$ cat src/ftba_pkg.sv
// Shared types and codes for the file table block allocator.
package ftba_pkg;

  localparam int ID_W     = 31;
  localparam int MODE_W   = 2;
  localparam int STATUS_W = 3;
  localparam int SLOT_W   = 5;
  localparam int BLKNUM_W = 9;
  localparam int WORD_W   = 32;
  localparam int BIT_W    = $clog2(WORD_W);

  localparam logic [MODE_W-1:0] MODE_CREATE = 2'd0;
  localparam logic [MODE_W-1:0] MODE_DELETE = 2'd1;

  localparam logic [STATUS_W-1:0] ST_OK        = 3'd0;
  localparam logic [STATUS_W-1:0] ST_EXISTS    = 3'd1;
  localparam logic [STATUS_W-1:0] ST_NO_BLOCK  = 3'd2;
  localparam logic [STATUS_W-1:0] ST_NO_INODE  = 3'd3;
  localparam logic [STATUS_W-1:0] ST_NOT_FOUND = 3'd4;

  typedef struct packed {
    logic [MODE_W-1:0] mode;
    logic [ID_W-1:0]   file_id;
  } req_t;

  typedef struct packed {
    logic [STATUS_W-1:0] status;
    logic [SLOT_W-1:0]   inode_slot;
    logic [BLKNUM_W-1:0] block_number;
  } rsp_t;

endpackage

$ cat src/ftba_ram.sv
// Generic single-write, single-read RAM with registered read data.
module ftba_ram #(
  parameter int WIDTH = 32,
  parameter int DEPTH = 32
) (
  input  logic                                    clk,
  input  logic                                    we,
  input  logic [((DEPTH > 1) ? $clog2(DEPTH) : 1)-1:0] waddr,
  input  logic [WIDTH-1:0]                        wdata,
  input  logic [((DEPTH > 1) ? $clog2(DEPTH) : 1)-1:0] raddr,
  output logic [WIDTH-1:0]                        rdata
);

  logic [WIDTH-1:0] mem [DEPTH];

  always_ff @(posedge clk) begin
    if (we) begin
      mem[waddr] <= wdata;
    end
    rdata <= mem[raddr];
  end

endmodule

$ cat src/file_table_block_allocator.sv
// Inode table and block bitmap allocator: create, delete and look up files.
// One request at a time. Every request sweeps the inode RAM, one entry a cycle,
// stopping at the first id match.
// A create then sweeps the bitmap RAM one 32-bit row a cycle and commits in
// S_COMMIT; a delete adds a bitmap read-modify-write in S_DRD and S_DWR.
// Synchronous reset: all inodes free, blocks 0 and 1 used; done by valid flops.
module file_table_block_allocator import ftba_pkg::*; #(
  parameter int NUM_BLOCKS = 512,
  parameter int NUM_INODES = 32
) (
  input  logic clk,
  input  logic rst,
  input  logic req_valid,
  output logic req_stall,
  input  req_t req,
  output logic rsp_valid,
  input  logic rsp_stall,
  output rsp_t rsp
);

  localparam int IX_W  = (NUM_INODES > 1) ? $clog2(NUM_INODES) : 1;
  localparam int BI_W  = $clog2(NUM_BLOCKS);
  localparam int ENT_W = ID_W + BI_W;
  localparam int ROWS  = (NUM_BLOCKS + WORD_W - 1) / WORD_W;
  localparam int RA_W  = (ROWS > 1) ? $clog2(ROWS) : 1;
  localparam int TAIL  = NUM_BLOCKS - (ROWS - 1) * WORD_W;
  localparam logic [WORD_W-1:0] TAIL_MASK =
    (TAIL == WORD_W) ? '0 : ~((WORD_W'(1) << TAIL) - WORD_W'(1));
  localparam logic [WORD_W-1:0] RST_ROW = WORD_W'(3);

  typedef enum logic [2:0] {
    S_IDLE, S_ISCAN, S_BSCAN, S_COMMIT, S_DRD, S_DWR, S_DONE
  } state_t;

  state_t                state;
  req_t                  op;
  logic [IX_W:0]         icnt;
  logic                  ichk;
  logic [IX_W-1:0]       ichk_idx;
  logic                  ihit;
  logic [IX_W-1:0]       hit_slot;
  logic [BI_W-1:0]       hit_blk;
  logic                  ffree;
  logic [IX_W-1:0]       free_slot;
  logic [NUM_INODES-1:0] ivalid;
  logic [RA_W:0]         rcnt;
  logic                  rchk;
  logic [RA_W-1:0]       rchk_idx;
  logic                  bhit;
  logic [RA_W-1:0]       frow;
  logic [BIT_W-1:0]      fbit;
  logic [WORD_W-1:0]     fword;
  logic [ROWS-1:0]       row_valid;
  logic [RA_W-1:0]       drow;
  logic [BIT_W-1:0]      dbit;
  rsp_t                  res;

  logic [ENT_W-1:0]      ino_q;
  logic                  ino_we;
  logic [ENT_W-1:0]      ino_wdata;
  logic [WORD_W-1:0]     bm_q;
  logic                  bm_we;
  logic [RA_W-1:0]       bm_waddr;
  logic [WORD_W-1:0]     bm_wdata;
  logic [RA_W-1:0]       bm_raddr;

  logic [ID_W-1:0]       ent_id;
  logic                  i_match;
  logic                  i_free;
  logic                  i_done;
  logic [WORD_W-1:0]     b_word;
  logic [WORD_W-1:0]     b_eff;
  logic                  b_hit;
  logic [BIT_W-1:0]      b_pos;
  logic                  b_done;
  logic [WORD_W-1:0]     d_word;
  logic [BI_W-1:0]       fblk;
  logic [BI_W+BIT_W-1:0] hb_ext;
  logic                  out_free;

  function automatic logic [SLOT_W-1:0] slot_field(logic [IX_W-1:0] s);
    logic [IX_W+SLOT_W-1:0] t;
    t = {{SLOT_W{1'b0}}, s};
    return t[SLOT_W-1:0];
  endfunction

  function automatic logic [BLKNUM_W-1:0] blk_field(logic [BI_W-1:0] b);
    logic [BI_W+BLKNUM_W-1:0] t;
    t = {{BLKNUM_W{1'b0}}, b};
    return t[BLKNUM_W-1:0];
  endfunction

  ftba_ram #(.WIDTH(ENT_W), .DEPTH(NUM_INODES)) u_inode_ram (
    .clk   (clk),
    .we    (ino_we),
    .waddr (free_slot),
    .wdata (ino_wdata),
    .raddr (icnt[IX_W-1:0]),
    .rdata (ino_q)
  );

  ftba_ram #(.WIDTH(WORD_W), .DEPTH(ROWS)) u_bitmap_ram (
    .clk   (clk),
    .we    (bm_we),
    .waddr (bm_waddr),
    .wdata (bm_wdata),
    .raddr (bm_raddr),
    .rdata (bm_q)
  );

  assign req_stall = (state != S_IDLE);
  assign out_free  = !rsp_valid || !rsp_stall;

  // inode sweep
  assign ent_id  = ino_q[ENT_W-1:BI_W];
  assign i_match = ichk && !ihit && ivalid[ichk_idx] && (ent_id == op.file_id);
  assign i_free  = ichk && !ihit && !ffree && !ivalid[ichk_idx];
  assign i_done  = ihit || ((icnt == (IX_W+1)'(NUM_INODES)) && !ichk);

  // bitmap sweep
  always_comb begin
    b_word = row_valid[rchk_idx] ? bm_q : ((rchk_idx == '0) ? RST_ROW : '0);
    b_eff  = (rchk_idx == RA_W'(ROWS - 1)) ? (b_word | TAIL_MASK) : b_word;
    b_pos  = '0;
    for (int j = WORD_W - 1; j >= 0; j--) begin
      if (!b_eff[j]) begin
        b_pos = BIT_W'(j);
      end
    end
  end

  assign b_hit  = rchk && !bhit && (b_eff != '1);
  assign b_done = bhit || ((rcnt == (RA_W+1)'(ROWS)) && !rchk);

  assign fblk   = BI_W'({frow, fbit});
  assign hb_ext = {{BIT_W{1'b0}}, hit_blk};
  assign d_word = row_valid[drow] ? bm_q : ((drow == '0) ? RST_ROW : '0);

  assign bm_raddr  = (state == S_DRD) ? drow : rcnt[RA_W-1:0];
  assign ino_we    = (state == S_COMMIT);
  assign ino_wdata = {op.file_id, fblk};
  assign bm_we     = (state == S_COMMIT) || (state == S_DWR);
  assign bm_waddr  = (state == S_COMMIT) ? frow : drow;
  assign bm_wdata  = (state == S_COMMIT) ? (fword | (WORD_W'(1) << fbit))
                                         : (d_word & ~(WORD_W'(1) << dbit));

  always_ff @(posedge clk) begin
    if (rst) begin
      state     <= S_IDLE;
      ivalid    <= '0;
      row_valid <= '0;
      rsp_valid <= 1'b0;
    end else begin
      if (rsp_valid && !rsp_stall && (state != S_DONE)) begin
        rsp_valid <= 1'b0;
      end
      unique case (state)
        S_IDLE: begin
          if (req_valid) begin
            op    <= req;
            icnt  <= '0;
            ichk  <= 1'b0;
            ihit  <= 1'b0;
            ffree <= 1'b0;
            state <= S_ISCAN;
          end
        end
        S_ISCAN: begin
          if (i_done) begin
            ichk <= 1'b0;
            if (op.mode == MODE_CREATE) begin
              if (ihit) begin
                res   <= '{ST_EXISTS, '0, '0};
                state <= S_DONE;
              end else begin
                rcnt  <= '0;
                rchk  <= 1'b0;
                bhit  <= 1'b0;
                state <= S_BSCAN;
              end
            end else if (!ihit) begin
              res   <= '{ST_NOT_FOUND, '0, '0};
              state <= S_DONE;
            end else if (op.mode == MODE_DELETE) begin
              res              <= '{ST_OK, slot_field(hit_slot), blk_field(hit_blk)};
              ivalid[hit_slot] <= 1'b0;
              drow             <= hb_ext[RA_W+BIT_W-1:BIT_W];
              dbit             <= hb_ext[BIT_W-1:0];
              if ({1'b0, hit_blk} < (BI_W+1)'(NUM_BLOCKS)) begin
                state <= S_DRD;
              end else begin
                state <= S_DONE;
              end
            end else begin
              res   <= '{ST_OK, slot_field(hit_slot), blk_field(hit_blk)};
              state <= S_DONE;
            end
          end else begin
            if (i_match) begin
              ihit     <= 1'b1;
              hit_slot <= ichk_idx;
              hit_blk  <= ino_q[BI_W-1:0];
            end
            if (i_free) begin
              ffree     <= 1'b1;
              free_slot <= ichk_idx;
            end
            if (!ihit && !i_match && (icnt != (IX_W+1)'(NUM_INODES))) begin
              ichk     <= 1'b1;
              ichk_idx <= icnt[IX_W-1:0];
              icnt     <= icnt + (IX_W+1)'(1);
            end else begin
              ichk <= 1'b0;
            end
          end
        end
        S_BSCAN: begin
          if (b_done) begin
            rchk <= 1'b0;
            if (!bhit) begin
              res   <= '{ST_NO_BLOCK, '0, '0};
              state <= S_DONE;
            end else if (!ffree) begin
              res   <= '{ST_NO_INODE, '0, '0};
              state <= S_DONE;
            end else begin
              res   <= '{ST_OK, slot_field(free_slot), blk_field(fblk)};
              state <= S_COMMIT;
            end
          end else begin
            if (b_hit) begin
              bhit  <= 1'b1;
              frow  <= rchk_idx;
              fbit  <= b_pos;
              fword <= b_word;
            end
            if (!bhit && !b_hit && (rcnt != (RA_W+1)'(ROWS))) begin
              rchk     <= 1'b1;
              rchk_idx <= rcnt[RA_W-1:0];
              rcnt     <= rcnt + (RA_W+1)'(1);
            end else begin
              rchk <= 1'b0;
            end
          end
        end
        S_COMMIT: begin
          ivalid[free_slot] <= 1'b1;
          row_valid[frow]   <= 1'b1;
          state             <= S_DONE;
        end
        S_DRD: begin
          state <= S_DWR;
        end
        S_DWR: begin
          row_valid[drow] <= 1'b1;
          state           <= S_DONE;
        end
        S_DONE: begin
          if (out_free) begin
            rsp       <= res;
            rsp_valid <= 1'b1;
            state     <= S_IDLE;
          end
        end
        default: begin
          state <= S_IDLE;
        end
      endcase
    end
  end

  // reserved blocks never freed
  a_reserved_kept: assert property (@(posedge clk) disable iff (rst)
    (bm_we && (bm_waddr == '0)) |-> (bm_wdata[1:0] == 2'b11))
    else $error("reserved block cleared");

  a_inode_free_on_write: assert property (@(posedge clk) disable iff (rst)
    ino_we |-> !ivalid[free_slot])
    else $error("inode written over a live entry");

  a_accept_starts_scan: assert property (@(posedge clk) disable iff (rst)
    (req_valid && !req_stall) |=> (state == S_ISCAN))
    else $error("accepted request did not start a sweep");

  a_commit_pairs: assert property (@(posedge clk) disable iff (rst)
    (state == S_COMMIT) |-> (bm_we && ino_we && bhit && ffree))
    else $error("create commit without both block and inode");

  a_ok_create_block: assert property (@(posedge clk) disable iff (rst)
    (state == S_COMMIT) |-> (fblk >= BI_W'(2)))
    else $error("create allocated a reserved block");

endmodule

$ cat config.mk
export PLATFORM = sky130hd
export DESIGN_NAME = file_table_block_allocator
export DESIGN_NICKNAME = d
export VERILOG_FILES = /design/src/ftba_pkg.sv /design/src/ftba_ram.sv /design/src/file_table_block_allocator.sv
export SDC_FILE = /design/constraint.sdc
export NUM_CORES = 2
export LEC_CHECK = 0
export BUFFER_PORTS_ARGS = -buffer_cell sky130_fd_sc_hd__buf_2
export CORE_ASPECT_RATIO = 1.4
export CORE_UTILIZATION = 57
export CTS_BUF_LIST = sky130_fd_sc_hd__clkbuf_16
export CTS_CLUSTER_SIZE = 30
export DETAILED_ROUTE_END_ITERATION = 10
export GPL_ROUTABILITY_DRIVEN = 0
export PLACE_DENSITY_LB_ADDON = 0.05
export SYNTH_ARGS = -nofsm -noshare
export SYNTH_HDL_FRONTEND = slang
export SYNTH_SLANG_ARGS = --single-unit
$ cat constraint.sdc
create_clock -name clk -period 6.52 [get_ports clk]
set_clock_uncertainty 0.2 [all_clocks]
set_input_delay 0.978 -clock clk [delete_from_list [all_inputs] [get_ports clk]]
set_output_delay 0.978 -clock clk [all_outputs]
set_load 0.005 [all_outputs]
# --- Yosys cells after proc, flatten, opt, wreduce, memory -nomap -nowiden ---
# Memory sizes are Yosys's and may differ from the RTL's. A register that Yosys moved wholly into a read port is not among the register bits.
# Cells that the tools add are included.
word_totals:
  n_memories: 2
  ramBits: 1792
  regBits: 213
  output_inout_bits: 19
  elab_cells: 270
classes:
  bitwise: 12
  eq_ne: 31
  shift: 2
  muxes: 113
  reduce_logical: 65
  addsub: 2
  magnitude_cmp: 10
mem_list:
  columns: ["name", "words", "word_bits", "read_ports", "rd_clocked_by_memory_dff", "write_ports", "line_no", "rtl"]
  rows:
  - ["u_inode_ram.mem", 32, 40, 1, 1, 1, "ftba_ram.sv:14", "logic [WIDTH-1:0] mem [DEPTH];"]
  - ["u_bitmap_ram.mem", 16, 32, 1, 1, 1, "ftba_ram.sv:14", null]
ops:
  columns: ["operator", "count"]
  rows:
  - ["32-bit two-way mux", 7]
  - ["5-bit two-way mux", 21]
  - ["17-bit two-way mux", 5]
  - ["32-bit bitwise AND", 2]
  - ["32-bit inverter", 2]
  - ["32-bit bitwise OR", 2]
  - ["32-bit case mux with 2 select lines", 1]
  - ["1-bit by 5-bit << shifter with 32-bit output (first input constant)", 2]
  - ["4-bit two-way mux", 10]
  - ["3-bit two-way mux", 12]
  - ["17-bit case mux with 2 select lines", 1]
  - ["16-bit two-way mux", 2]
  - ["2-bit inequality test (second input constant)", 16]
  - ["32-bit inequality test (second input constant)", 1]
  - ["16-bit bitwise OR", 2]
  - ["16-bit case mux with 2 select lines", 1]
  - ["31-bit equality test", 1]
  - ["5-bit AND reduction", 6]
  - ["1-bit two-way mux", 29]
  - ["4-bit AND reduction", 7]
  - ["1-bit logical AND", 19]
  - ["5-bit by 6-bit < comparator with 1-bit output (second input constant)", 3]
  - ["6-bit two-way mux", 3]
  - ["3-bit case mux with 6 select lines", 1]
  - ["37 further kinds", 79]

# --- Depth between registers and ports, before layout ---
logic_depth:
  depth_word: 34
  ltp_mapped: 10

# --- By module ---
# From an unflattened synthesis, not the netlist that was laid out.
unflattened:
  hier_cells: 4589
  area_unflattened_um2: 80651.1
by_module_without_submodules:
  columns: ["module", "seq_area_each_um2", "area_per_inst_um2", "cells_each", "n_inst"]
  rows:
  - ["ftba_ram (u_inode_ram)", 39237.6, 50564.7, 2813, 1]
  - ["ftba_ram (u_bitmap_ram)", 16015.4, 19835.3, 838, 1]
  - ["file_table_block_allocator", 5875.6, 10251.1, 938, 1]

# --- Least setup slack after synthesis ---
# No wires, ideal clock.
synth_timing:
  path_kind: "reg-to-reg"
  from: "register rchk_idx[0]"
  to: "register fbit[0], enable pin"
  arrival_ns: 5.684
  t_required_ns: 5.778
  setup_ns: 0.542
  setup_slack_ns: 0.094
  stages_incl_launch_ff: 6
  period_less_slack_ns: 6.426
  path_buffers: 0
  cell_sequence: "edfxtp_1 mux4_2 mux4_2 nand2_1 o21ai_1 nor4_1"
synth_via:
  elab_chain_cells: 6
  elab_cells_between_ends: 8
  cone_classes: "eq/ne: 1; mux: 4; reduce/logical: 3"
synth_lines:
  columns: ["element", "line_no", "rtl"]
  rows:
  - ["start: declaration", "file_table_block_allocator.sv:48", "logic [RA_W-1:0] rchk_idx;"]
  - ["start signal: assignment", "file_table_block_allocator.sv:239", "rchk_idx <= rcnt[RA_W-1:0];"]
  - ["1-bit binary-select mux with 4-bit select or 4-bit logical NOT (tied branches)", "file_table_block_allocator.sv:122", "b_word = row_valid[rchk_idx] ? bm_q : ((rchk_idx == '0) ? RST_ROW : '0);"]
  - ["1-bit two-way mux (implied by the code) or 2-bit two-way mux (tied branches)", "file_table_block_allocator.sv:122", null]
  - ["32-bit two-way mux *", "file_table_block_allocator.sv:122", null]
  - ["32-bit inequality test *", "file_table_block_allocator.sv:132", "assign b_hit = rchk && !bhit && (b_eff != '1);"]
  - ["1-bit logical AND *", "file_table_block_allocator.sv:132", null]
  - ["4-bit AND reduction (no source line) *", null, null]
  - ["end signal: assignment", "file_table_block_allocator.sv:234", "fbit <= b_pos;"]
  - ["end: declaration", "file_table_block_allocator.sv:51", "logic [BIT_W-1:0] fbit;"]
# Mark *: on every way between the ends. The rest lies on a longest branch, timed or not. The select of a mux whose other input is x is not followed.
# A chain may end at the register's enable or synchronous reset.

# --- Worst setup path in the final report ---
layout_timing:
  from: "register state[2]"
  to: "memory u_bitmap_ram.mem[8][10] (netlist: u_bitmap_ram.mem[4][10]), enable pin"
layout_via:
  elab_chain_cells: 4
  elab_cells_between_ends: 6
  cone_classes: "eq/ne: 2; mux: 3; reduce/logical: 1"
layout_lines:
  columns: ["element", "line_no", "rtl"]
  rows:
  - ["start: declaration", "file_table_block_allocator.sv:35", "state_t state;"]
  - ["start signal: assignment", "file_table_block_allocator.sv:149", "state <= S_IDLE;"]
  - ["start signal: assignment", "file_table_block_allocator.sv:165", "state <= S_ISCAN;"]
  - ["start signal: assignment", "file_table_block_allocator.sv:174", "state <= S_DONE;"]
  - ["3-bit by 2-bit equality test with 1-bit output or 3-bit equality test (tied branches)", "file_table_block_allocator.sv:142, file_table_block_allocator.sv:143", null]
  - ["1-bit logical OR", "file_table_block_allocator.sv:142", "assign bm_we = (state == S_COMMIT) || (state == S_DWR);"]
  - ["1-bit two-way mux", "ftba_ram.sv:17", "if (we) begin"]
  - ["1-bit two-way mux (implied by the code)", "ftba_ram.sv:18", "mem[waddr] <= wdata;"]
  - ["end: declaration", "ftba_ram.sv:14", null]
# Parallel ways exist; a longest one is shown, timed or not.

==> run metrics <==
Setup CP Type register to register; final setup fails 0; Area Overhead vs Synth 11.7%; Yosys top cell by area edfxtp_1; first-pass GRT wire length 282000 um; WL per Instance 30.5 um; Pre-antenna DRT Iters 6; Die Ht 445 um; largest net degree at the start of global routing 140; Critical Path AT 4.37 ns; Power per Cell Area 373 nW/um^2; Antenna diodes 0; Power, Total 33.3 mW; main area contributors after synthesis edfxtp_1 (73%), mux4_2 (12%), dfxtp_1 (3.1%); Nets 4416; clock transition at the registers of the reported paths 0.06 ns; Worst Path Max Fanout 72; Post-CTS Repair Setup Buffers 0; post-route antenna net violation count 0; Clock Sinks 2077; Max-Cap Viols 0; Least-Margin Pin Slew 1.37 ns; CP bufs+invs 2; final-report max-slew violation count 0; most frequent cells in the layout edfxtp_1 (1953), nand2_1 (504), mux4_2 (409); max-slew headroom at the worst pin 8.40%; Top Family by Delay on Critical Path simple AND/OR/NAND/NOR gates; Hold Fails Final Rpt 0; ys async rst share 0%; vias in the first global route 40939; Inserted Clock Buffers 188; most used cell, CP buf_4; share of layout cells above drive strength 1 21.7%; Final HPWL DP 114000 um; # IOs 56; gr ovfl total 0; Post-synth EDFFs 1953; post-synthesis cell count 4225; synthesized area 79900 um^2; final worst path period share 62.6%; CTS root buffer clkbuf_16; number of gates resized after cts 0; Die Wd 318 um; Max Buffers Root-to-Sink 3; die area 142000 um^2; worst hold path type input port to register; number of port buffers 55; dpl cell area 83100 um^2; Top FF cell, synth edfxtp_1; Peak VDD IR 0.000328 V; hold_ws 0.121 ns; row count 162; max incr delay on CP 0.79 ns; Hold Buf Count CTS 0; initial antenna violation count 4; DRT iter0 DRCs 3932; fillers 9536; Seq cells post-synth 2077; Mapped Avg Cell Area 18.9 um^2; H-tree depth 4; core footprint 139000 um^2; vias 40265; gr usage total 27.8%; critical path startpoint category register; crit path time final 4.08 ns; initial core utilization 57.4%; CTS tree done; DR vias/cell 6.35; sequential area share after synthesis 76.5%; Residual DRC 0; status finished, final reports clean; crit-path cells nor2b_1, nand2_2, buf_4, mux2i_1, nand3_1, nor2_4, buf_4; Setup TNS 0 ns; Yosys Warn Count 0; most common cell after layout, fill and taps aside edfxtp_1; post-synth top area share 73.4%; clock latency on the worst-skew pair 0.83 ns; required time of the critical path 6.81 ns; final WL 194000 um; Yosys cell types 62; fin area 89300 um^2; Leak 29.2 nW; CP max-delay cell nor2_4; RSZ-0062 raised after global routing false; Syn Nets 4266; Fmax achieved 0.245 GHz; CP endpoint kind register
cells in the mapped netlist, drive strengths merged, types with 9 or more instances:
master and n:
a21oi 52, a22o 15, a32oi 32, and2 36
buf 84, clkbuf 146, dfxtp 124, edfxtp 1953
inv 27, mux2 43, mux2i 117, mux4 409
nand2 505, nand2b 9, nand3 213, nand3b 11
nand4 15, nor2 116, nor2b 9, nor3 20
nor4 10, o211ai 34, o21a 18, o21ai 18
o221ai 32, o22ai 58, xnor2 15, xor2 23
final cells by class:
| type | instances | area, um^2 | share of cell area (%) |
|---|---|---|---|
| Multi-Input combinational cell | 1891 | 18200 | 20.4 |
| Sequential cell | 2077 | 61100 | 68.5 |
| Clock inverter | 156 | 1220 | 1.37 |
| Clock buffer | 197 | 4930 | 5.52 |
| Inverter | 27 | 101 | 0.114 |
| Timing Repair Buffer | 190 | 1400 | 1.57 |
| Tap cell | 1804 | 2260 | 2.53 |
power breakdown:
part	total, mW	leakage (nW)	internal, mW	switching (mW)
combinational	6.17	7.27	2.45	3.73
clock	11.0	3.23	6.24	4.77
sequential	16.1	18.7	15.6	0.529
total	33.3	29.2	24.3	9.03
metal layers:
| metal | routed length (um) | vias to the layer above | part of all wire (%) | track usage [%] |
|---|---|---|---|---|
| met5 | 22 | - | 0.011 | 0 |
| met4 | 7200 | 4 | 3.7 | 10.9 |
| met3 | 10000 | 363 | 5.2 | 3.44 |
| met2 | 103000 | 1494 | 53 | 49.6 |
| met1 | 73500 | 21119 | 38 | 34.8 |
| li1 | - | 17285 | - | - |
cell families after synthesis:
logic type | Yosys count | share of synthesized area, %
flip-flops | 2077 | 76.5
multiplexers | 569 | 13.6
buffers and inverters | 257 | 1.29
AO/OA/AOI/OAI | 302 | 2.71
adder cells (fa/ha/maj) | 4 | 0.0626
AND/OR/NAND/NOR | 978 | 5.43
XOR/XNOR | 38 | 0.416
flip-flops by register name, summed over array words and instances (netlist names), 6 cells and up:
register / cells
u_bitmap_ram.rdata: 32
ino_wdata: 31
u_bitmap_ram.mem: 512
rsp: 17
ivalid: 32
fword: 32
hit_blk: 9
u_inode_ram.rdata: 40
res: 17
u_inode_ram.mem: 1280
icnt: 6
row_valid: 16
worst paths after layout:
check                                          start                       to  slack [ns]  cells past startpoint
worst max-delay path                        state[2]  u_bitmap_ram.mem[4][10]        2.44                      7
worst min register to register  u_inode_ram.rdata[6]               hit_blk[6]        0.20                      0
worst max register to register              state[2]  u_bitmap_ram.mem[4][10]        2.44                      7
worst min-delay path                         req[19]            ino_wdata[28]        0.12                      1
stage by stage:
step | worst slack (ns) | instances | utilization, %
2_1_floorplan | 0.0941 | 4225 | -
3_3_place_gp | 2.58 | 5989 | 59.7
3_5_place_dp | 2.50 | 5989 | 59.7
4_1_cts | 2.50 | 6342 | 64.1
5_1_grt | 2.24 | 6342 | 64.1
6_report | 2.44 | 6342 | 64.1
Power figures use the tool's default switching activity.
